## src/design/snm_div_cell.sv

```systemverilog
// One restoring division cell: shifts in one dividend bit and forms one quotient bit.
module snm_div_cell #(
   parameter int REM_W  = 64,
   parameter int Q_W    = 32,
   parameter int SIDE_W = 1
) (
   input  logic              clock,
   input  logic              en,
   input  logic [REM_W-1:0]  rem_i,
   input  logic [Q_W-1:0]    quo_i,
   input  logic [REM_W-1:0]  den_i,
   input  logic [SIDE_W-1:0] side_i,
   output logic [REM_W-1:0]  rem_o,
   output logic [Q_W-1:0]    quo_o,
   output logic [REM_W-1:0]  den_o,
   output logic [SIDE_W-1:0] side_o
);

   logic [REM_W-1:0]  rem_ff, rem_in, rem_sh;
   logic [Q_W-1:0]    quo_ff, quo_in, quo_sh;
   logic [REM_W-1:0]  den_ff;
   logic [SIDE_W-1:0] side_ff;

   // Shift remainder and quotient together, subtract where the divisor fits
   always_comb begin
      rem_sh = {rem_i[REM_W-2:0], quo_i[Q_W-1]};
      quo_sh = {quo_i[Q_W-2:0], 1'b0};
      if (rem_sh >= den_i) begin
         rem_in = rem_sh - den_i;
         quo_in = quo_sh | Q_W'(1);
      end else begin
         rem_in = rem_sh;
         quo_in = quo_sh;
      end
   end

   // Advance to the next cell
   always_ff @(posedge clock) begin
      if (en) begin
         rem_ff  <= rem_in;
         quo_ff  <= quo_in;
         den_ff  <= den_i;
         side_ff <= side_i;
      end
   end

   assign rem_o  = rem_ff;
   assign quo_o  = quo_ff;
   assign den_o  = den_ff;
   assign side_o = side_ff;

endmodule

```

## config.mk

```make
export PLATFORM = sky130hd
export DESIGN_NAME = snm_div_cell
export DESIGN_NICKNAME = d
export VERILOG_FILES = /design/src/design/snm_div_cell.sv
export SDC_FILE = /design/constraint.sdc
export NUM_CORES = 1
export LEC_CHECK = 0
export BUFFER_PORTS_ARGS = -buffer_cell sky130_fd_sc_hd__buf_2
export CORE_MARGIN = 1.5
export CORE_UTILIZATION = 46
export DETAILED_ROUTE_END_ITERATION = 10
export PLACE_DENSITY_LB_ADDON = 0.2
export SLEW_MARGIN = 0
export SYNTH_ARGS = -nofsm -noshare
export SYNTH_HDL_FRONTEND = slang
export SYNTH_SLANG_ARGS = --single-unit
```

## constraint.sdc

```tcl
create_clock -name clock -period 3.5 [get_ports clock]
set_input_delay 0.525 -clock clock [delete_from_list [all_inputs] [get_ports clock]]
set_output_delay 0.525 -clock clock [all_outputs]
set_load 0.005 [all_outputs]
```

==> impl_metrics.tcl <==
set metrics [dict create \
    maxCapViolCount 0 \
    avgSynthCellArea_um2 9.99 \
    fmax_mhz 308 \
    tightest_slew_ps 619 \
    worstSetupStartpoint "quo_i[31]" \
    stdcell_count 1657 \
    synth-warning-count 0 \
    setup_viol 0 \
    hold_viol_final 0 \
    hpwlAfterDp_um 20800 \
    antenna_found_initial 0 \
    num-nets-final 1602 \
    drt-met1-wl_um 11200 \
    crit_cells 16 \
    area_delta_synth_final_pct 33.6 \
    synth-async-reset-ratio_pct 0 \
    max-slew-margin-rel_pct 58.7 \
    cts.sinks 161 \
    netlist_area_mm2 0.00963 \
    synth_fp_nets 1192 \
    drc_errors 0 \
    drive_gt1_share_pct 34.7 \
    crit_path_start_kind "primary input" \
    n_antenna_cell 0 \
    root_buffer "clkbuf_16" \
    yosys_register_bits 161 \
    drtIter0Drc 520 \
    core.rowCount 52 \
    rsz0062_at_grt "no" \
    post-route-util_pct 63.2 \
    synth-edff-count 161 \
    cp.buffers_inverters 4 \
    crit_required_ps 3680 \
    io_buffers 322 \
    critPathCapture "rem_o[46]" \
    finalCritPeriodShare_pct 92.7 \
    die_h_um 148 \
    die_w_um 148 \
    dp.cells 1625 \
    power_leakage_nw 5.81 \
    crit_family "compound AO/OA/AOI/OAI gates" \
    crit_path_end_kind "flip-flop" \
    dieArea_mm2 0.0218 \
    cts_tree "built" \
    syn_inst 964 \
    cpMostUsedCell "buf_4" \
    pin_count 324 \
    synth_ff_type "edfxtp_1" \
    htree_levels 4 \
    via_count 8668 \
    drtPass1Iterations 5 \
    grt_pass1_vias 8360 \
    powerDensity_mw_per_mm2 443 \
    clk_pin_slew_ps 70 \
    drv_slew 0 \
    arrival_ps 3420 \
    worstSetupPathType "primary input to flip-flop" \
    crit_fanout 3 \
    top_layer "met4" \
    grt_usage_pct 23.8 \
    crit_path_top_delay_cell "fa_1" \
    viasPerCell 5.23 \
    post_dp_cell_area_mm2 0.0123 \
    peakVddDrop_v 0.000327 \
    postRouteAntennaNets 0 \
    gp_congestion 0.907 \
    clk_path_buf_depth 2 \
    grt_pass1_wl_um 41100 \
    cts_buffers 17 \
    worst_hold_slack_ps 268 \
    core-area_mm2 0.0204 \
    status "finished, final reports clean" \
    yosys.cell_types.count 59 \
    yosysSeqAreaShare_pct 50.2 \
    design_area_mm2 0.0129 \
    start_util_pct 47.3 \
    route.met3.wl_um 1700 \
    grt_max_degree 66 \
    wl_per_cell_um 15.8 \
    critPathMaxStageDelay_ps 400 \
    grt.overflow.total 0 \
    finalCriticalPeriod_ps 3240 \
    fin_total_pwr_mw 5.70 \
    crit_chain "buf_2 > inv_1 > ha_1 > fa_1 > nand2b_1 > a21oi_2 > o2111ai_2 > buf_4 > o221ai_1 > a31oi_1 > o21ai_1 > buf_4 > a21boi_0 > o31ai_1 > xnor2_1 > o21ai_0" \
    hold_path_class "primary input to flip-flop" \
    route.met2.wl_um 12900 \
    drt-total-wl_um 26300 \
]
[registers in the layout (all words and copies together) (netlist names)]
register,count
side_o,1
den_o,64
rem_o,64
quo_o,32
[per-layer routing]
layer / track usage, % / vias up
met5: 0 / -
met1: 29.7 / 4010
met4: 7.35 / 0
met3: 4.81 / 29
li1: - / 4330
met2: 41.4 / 299
[cell families after synthesis]
| kind of cell | synth area share (%) |
|---|---|
| AOI/OAI and AO/OA | 17.3 |
| and+or+nand+nor | 13.2 |
| DFF | 50.2 |
| buffers and inverters | 4.83 |
| adders and majority gates | 8.52 |
| xor gates and xnor gates | 5.09 |
| muxes | 0.805 |
[layout make-up]
cell class	count	area [um^2]
fillers	1762	7490
clock inverters	14	125
flip-flops and latches	161	4830
multi-input cells	683	4370
well taps	270	338
clock buffers	18	429
repair buffers	433	2490
inverters	78	293
[how the worst min path moves through the flow]
stage,startpoint,end,slack [ps],depth (start not counted)
finish,quo_i[3],quo_o[4],270,1
global route,quo_i[13],quo_o[14],250,1
CTS,side_i,side_o,250,1
detailed placement,quo_i[4],quo_o[5],700,1
global placement,quo_i[27],quo_o[28],700,1
floorplan,den_i[0],den_o[0],620,0
[power breakdown]
part	leakage (nW)	internal [mW]	switching, mW
Sequential	1.57	2.37	0.0455
Clock	0.265	0.932	0.857
Combinational	3.97	0.687	0.806
Total	5.81	3.99	1.71
[synth_stat cells, drive strengths merged, types with 11 or more instances]
library cell / count / share of area [%]
clkbuf: 35 / 1.4
nor2: 58 / 2.3
o21ai: 108 / 5.6
xnor2: 31 / 2.8
a21o: 15 / 1.2
edfxtp: 161 / 50
a21oi: 82 / 4.3
inv: 77 / 3.0
nand4: 21 / 1.4
ha: 64 / 8.3
nor3: 14 / 0.73
nand3: 19 / 0.99
nand2: 115 / 4.5
o21a: 11 / 0.86
xor2: 25 / 2.3
o21bai: 14 / 1.1
[timing repair]
action	4_1_cts	5_1_grt
setup buffers	0	0
setup endpoints to repair	0	14
hold endpoints to repair	0	0
hold buffers	0	0
gates resized for setup	0	6
[placed cells by master, fill, tap and decap left out, drive strengths merged, types with 8 or more instances in the layout]
| cell type | count |
|---|---|
| nand4 | 21 |
| a21o | 15 |
| nand2 | 115 |
| o21ai | 108 |
| nor3 | 14 |
| nand3 | 19 |
| a21oi | 82 |
| nand2b | 8 |
| inv | 83 |
| o21a | 11 |
| clkbuf | 18 |
| nor2b | 9 |
| xnor2 | 31 |
| o21bai | 14 |
| edfxtp | 161 |
| nor2 | 58 |
| o31ai | 9 |
| xor2 | 25 |
| ha | 64 |
| buf | 433 |
[through the flow]
stage                     TNS, ps  setup WS, ps
final                           0           257
after global routing            0          10.5
after CTS                       0           146
after detailed placement   -11850          -310
after global placement     -10290          -285
after floorplan                 0          51.0
Note: power is estimated with default switching activity, not from simulation.
