===== src/design/snm_sqrt_cell.sv =====
// One digit cell of the integer square root (floor), for a fixed trial bit.
module snm_sqrt_cell #(
   parameter int W       = 64,
   parameter int BIT_POS = 62,
   parameter int SIDE_W  = 1
) (
   input  logic              clock,
   input  logic              en,
   input  logic [W-1:0]      rad_i,
   input  logic [W-1:0]      root_i,
   input  logic [SIDE_W-1:0] side_i,
   output logic [W-1:0]      rad_o,
   output logic [W-1:0]      root_o,
   output logic [SIDE_W-1:0] side_o
);

   localparam logic [W-1:0] BIT_VAL = W'(1) << BIT_POS;

   logic [W-1:0]      rad_ff, rad_in;
   logic [W-1:0]      root_ff, root_in;
   logic [W-1:0]      trial;
   logic [SIDE_W-1:0] side_ff;

   // Try the bit, keep it where the radicand allows
   always_comb begin
      trial = root_i + BIT_VAL;
      if (rad_i >= trial) begin
         rad_in  = rad_i - trial;
         root_in = (root_i >> 1) + BIT_VAL;
      end else begin
         rad_in  = rad_i;
         root_in = root_i >> 1;
      end
   end

   // Advance to the next cell
   always_ff @(posedge clock) begin
      if (en) begin
         rad_ff  <= rad_in;
         root_ff <= root_in;
         side_ff <= side_i;
      end
   end

   assign rad_o  = rad_ff;
   assign root_o = root_ff;
   assign side_o = side_ff;

endmodule


===== config.mk =====
export PLATFORM = sky130hd
export DESIGN_NAME = snm_sqrt_cell
export DESIGN_NICKNAME = d
export VERILOG_FILES = /design/src/design/snm_sqrt_cell.sv
export SDC_FILE = /design/constraint.sdc
export NUM_CORES = 1
export LEC_CHECK = 0
export ABC_CLOCK_PERIOD_IN_PS = 6700
export BUFFER_PORTS_ARGS = -buffer_cell sky130_fd_sc_hd__buf_2
export CAP_MARGIN = 20
export CORE_ASPECT_RATIO = 0.8
export CORE_MARGIN = 4
export CORE_UTILIZATION = 57
export DETAILED_ROUTE_END_ITERATION = 10
export HOLD_SLACK_MARGIN = 0.15
export PLACE_DENSITY = 0.93
export SYNTH_ARGS = -nofsm -noshare
export SYNTH_HDL_FRONTEND = slang
export SYNTH_SLANG_ARGS = --single-unit

===== constraint.sdc =====
create_clock -name clock -period 6.7 [get_ports clock]
set_clock_uncertainty 0.2 [all_clocks]
set_input_delay 0.67 -clock clock [delete_from_list [all_inputs] [get_ports clock]]
set_output_delay 0.67 -clock clock [all_outputs]
set_load 0.1 [all_outputs]

==> flow_metrics.tcl <==
set metrics [dict create \
    ir_drop_mv 0.214 \
    grt_pass1_wl_um 38700 \
    cp-start-kind "primary input" \
    critPathMaxFanout 94 \
    grt_max_degree 95 \
    clock-sinks 129 \
    max_slew.worst_pin.slew_ns 0.948 \
    end_kind "flip-flop" \
    place_congestion 0.934 \
    crit_arrival_ns 4.47 \
    pin_count 260 \
    leakage_nw 4.93 \
    first_pass_iters 6 \
    outcome "complete, no violations" \
    antenna_found_initial 1 \
    finalHoldViolCount 0 \
    switchingPower_mw 1.44 \
    clk_pin_slew_worst_paths_ns 0.06 \
    drc 0 \
    power_density_nw_per_um2 310 \
    regArea_um2 3870 \
    vias 7893 \
    synth.avg_cell_area_um2 9.75 \
    synth.net_count 1082 \
    p_sw_share_pct 43.8 \
    hold_depth 1 \
    cp.required_ns 6.67 \
    synth_enable_flop_cells 129 \
    final_nets 1326 \
    p_int_mw 1.85 \
    crit_end "rad_o[60]$_DFFE_PP_" \
    worstHoldPathType "in -> reg" \
    htreeDepth 4 \
    drtIter0Drc 765 \
    finalSetupTns_ns 0 \
    relSlewSlack_pct 36.8 \
    rows 39 \
    diodes 0 \
    fmax_mhz 222 \
    yosys_warnings 0 \
    rsz0062_at_grt "no" \
    layout-drive-gt1-share_pct 27.1 \
    wl_per_cell_um 18.4 \
    p_comb_share_pct 41.4 \
    maxCapViolations 0 \
    syn-instance-count 886 \
    die_w_um 146 \
    via_per_inst 5.95 \
    cts_hold_buf 0 \
    fillCellCount 1063 \
    dpl.hpwl_um 18500 \
    crit_type "in -> reg" \
    stdcell_area_um2 10600 \
    holdWs_ns 0.225 \
    ys_types 58 \
    syn_to_final_growth_pct 22.8 \
    clkPwrFrac_pct 27.2 \
    dpl_cell_area_um2 10000 \
    die-area_um2 17200 \
    postCtsSetupBuffers 0 \
    core_um2 14500 \
    ys.flop_type "edfxtp_1" \
    grt_pass1_vias 7497 \
    cts_root_buf "clkbuf_16" \
    cts_tree "done" \
    port-buffer-count 259 \
    grt_overflow_total 0 \
    die_h_um 118 \
    multi_input_area_um2 4320 \
    startpoint "root_i[16]" \
    pwr-share-seq_pct 31.4 \
    setup_viol 0 \
    start_util_pct 59.4 \
    antenna_left 0 \
    wl_um 24400 \
    ys_ff_latch 129 \
    async_flop_share_pct 0 \
    ys_seq_area_share_pct 44.8 \
    cts_resized 0 \
    netlist_area_um2 8640 \
    cts_buffer_depth 2 \
    fin_crit_sh_pct 67.1 \
    track_usage_pct 27.6 \
    period_minus_slack_ns 4.49 \
    slew_viol_final 0 \
    numCtsBuffers 17 \
]
==> cell usage after synthesis (3+ instances only) <==
| cell | count | area, µm² |
|---|---|---|
| edfxtp_1 | 129 | 3870 |
| o31a_1 | 5 | 43.8 |
| a21oi_1 | 111 | 556 |
| a21o_1 | 49 | 368 |
| mux2_2 | 10 | 113 |
| and2_1 | 10 | 62.6 |
| mux2_1 | 4 | 45.0 |
| a41oi_1 | 5 | 43.8 |
| inv_1 | 78 | 293 |
| and4_1 | 3 | 26.3 |
| nand3_1 | 14 | 70.1 |
| ha_1 | 64 | 801 |
| and3_1 | 13 | 81.3 |
| buf_2 | 11 | 55.1 |
| nor2_1 | 82 | 308 |
| a211oi_1 | 4 | 30.0 |
| clkbuf_1 | 25 | 93.8 |
| or3_1 | 4 | 25.0 |
| nor3_1 | 11 | 55.1 |
| o21bai_1 | 11 | 82.6 |
| a31oi_1 | 7 | 43.8 |
| nand2b_1 | 3 | 18.8 |
| xor2_1 | 20 | 175 |
| nand2_1 | 52 | 195 |
| o21ai_0 | 40 | 200 |
| o211ai_1 | 7 | 52.6 |
| o21ai_1 | 3 | 15.0 |
| nand4_1 | 18 | 113 |
| a21boi_0 | 5 | 37.5 |
| xnor2_1 | 36 | 315 |
| or2_2 | 4 | 25.0 |
| nor2b_1 | 10 | 62.6 |
| o21a_1 | 7 | 52.6 |
==> logic make-up after synthesis <==
| logic type | count (synthesis) | synth area share, % |
|---|---|---|
| flip-flops | 129 | 44.8 |
| AND/OR/NAND/NOR | 234 | 13.1 |
| XOR/XNOR | 56 | 5.68 |
| AO/OA/AOI/OAI | 272 | 19.7 |
| buffers and inverters | 115 | 5.17 |
| multiplexers | 15 | 1.94 |
| adder cells (fa/ha/maj) | 65 | 9.50 |
==> cell type report <==
class / count / share of cell area, %
inverter: 78 / 2.76
timing repair buffer: 262 / 12.5
sequential: 129 / 36.5
tap: 184 / 2.17
clock buffer: 17 / 4.01
clock inverter: 14 / 1.34
multi-input combinational: 642 / 40.7
==> worst max-delay path: stages <==
cell and delay, ns:
buf_2 0.08, inv_1 0.04, ha_1 0.40, and2_1 0.19, nand3_1 0.15, or3_1 0.41, a41o_1 0.29, nor3_2 0.22
o21ai_1 0.16, o41ai_4 0.31, buf_4 0.76, or4b_1 0.51, a21oi_1 0.15, nor3_1 0.07
==> stage by stage <==
| stage | total power, mW | instances | setup WS, ns | utilization, % |
|---|---|---|---|---|
| 2_1_floorplan | 2.14 | 886 | 2.97 | - |
| 3_3_place_gp | 2.37 | 1295 | 2.04 | 69.1 |
| 3_5_place_dp | 2.39 | 1295 | 1.81 | 69.1 |
| 4_1_cts | 3.29 | 1326 | 2.25 | 73.0 |
| 5_1_grt | 3.41 | 1326 | 1.94 | 73.0 |
| 6_report | 3.29 | 1326 | 2.21 | 73.0 |
==> sequential cells by signal, summed over array words and instances, names as in the netlist <==
register	flops
rad_o	64
root_o	64
side_o	1
==> worst min path at each step <==
| stage | slack, ns | startpoint | end |
|---|---|---|---|
| floorplan | 0.57 | root_i[1] | root_o[0]$_DFFE_PP_ |
| global placement | 0.65 | side_i | side_o$_DFFE_PP_ |
| detailed placement | 0.65 | side_i | side_o$_DFFE_PP_ |
| CTS | 0.22 | side_i | side_o$_DFFE_PP_ |
| global route | 0.22 | side_i | side_o$_DFFE_PP_ |
| finish | 0.22 | side_i | side_o$_DFFE_PP_ |
==> power groups by stage <==
stage,registers (mW),clock network [mW],logic [mW]
after floorplan,1.73,0,0.411
after global routing,1.04,0.935,1.43
after detailed placement,1.05,0,1.34
after global placement,1.04,0,1.32
final,1.03,0.894,1.36
after CTS,1.03,0.898,1.35
==> cell usage in the layout (no fill, tap or decap), types with 11 or more instances in the layout <==
cell type  synthesis  final
buf_2             11    258
edfxtp_1         129    129
a21oi_1          111    111
nor2_1            82     82
inv_1             78     78
ha_1              64     64
nand2_1           52     52
a21o_1            49     49
o21ai_0           40     40
xnor2_1           36     36
xor2_1            20     20
nand4_1           18     18
clkbuf_16          0     17
nand3_1           14     14
and3_1            13     13
o21bai_1          11     11
nor3_1            11     11
==> per-layer routing <==
layer	up-vias	track usage, %	wire (µm)
met4	2	9.19	514
met1	3685	36.3	10200
met2	423	44.8	11500
met3	53	7.27	2210
met5	-	0	11
li1	3730	-	-
Note: power is estimated with default switching activity, not from simulation.
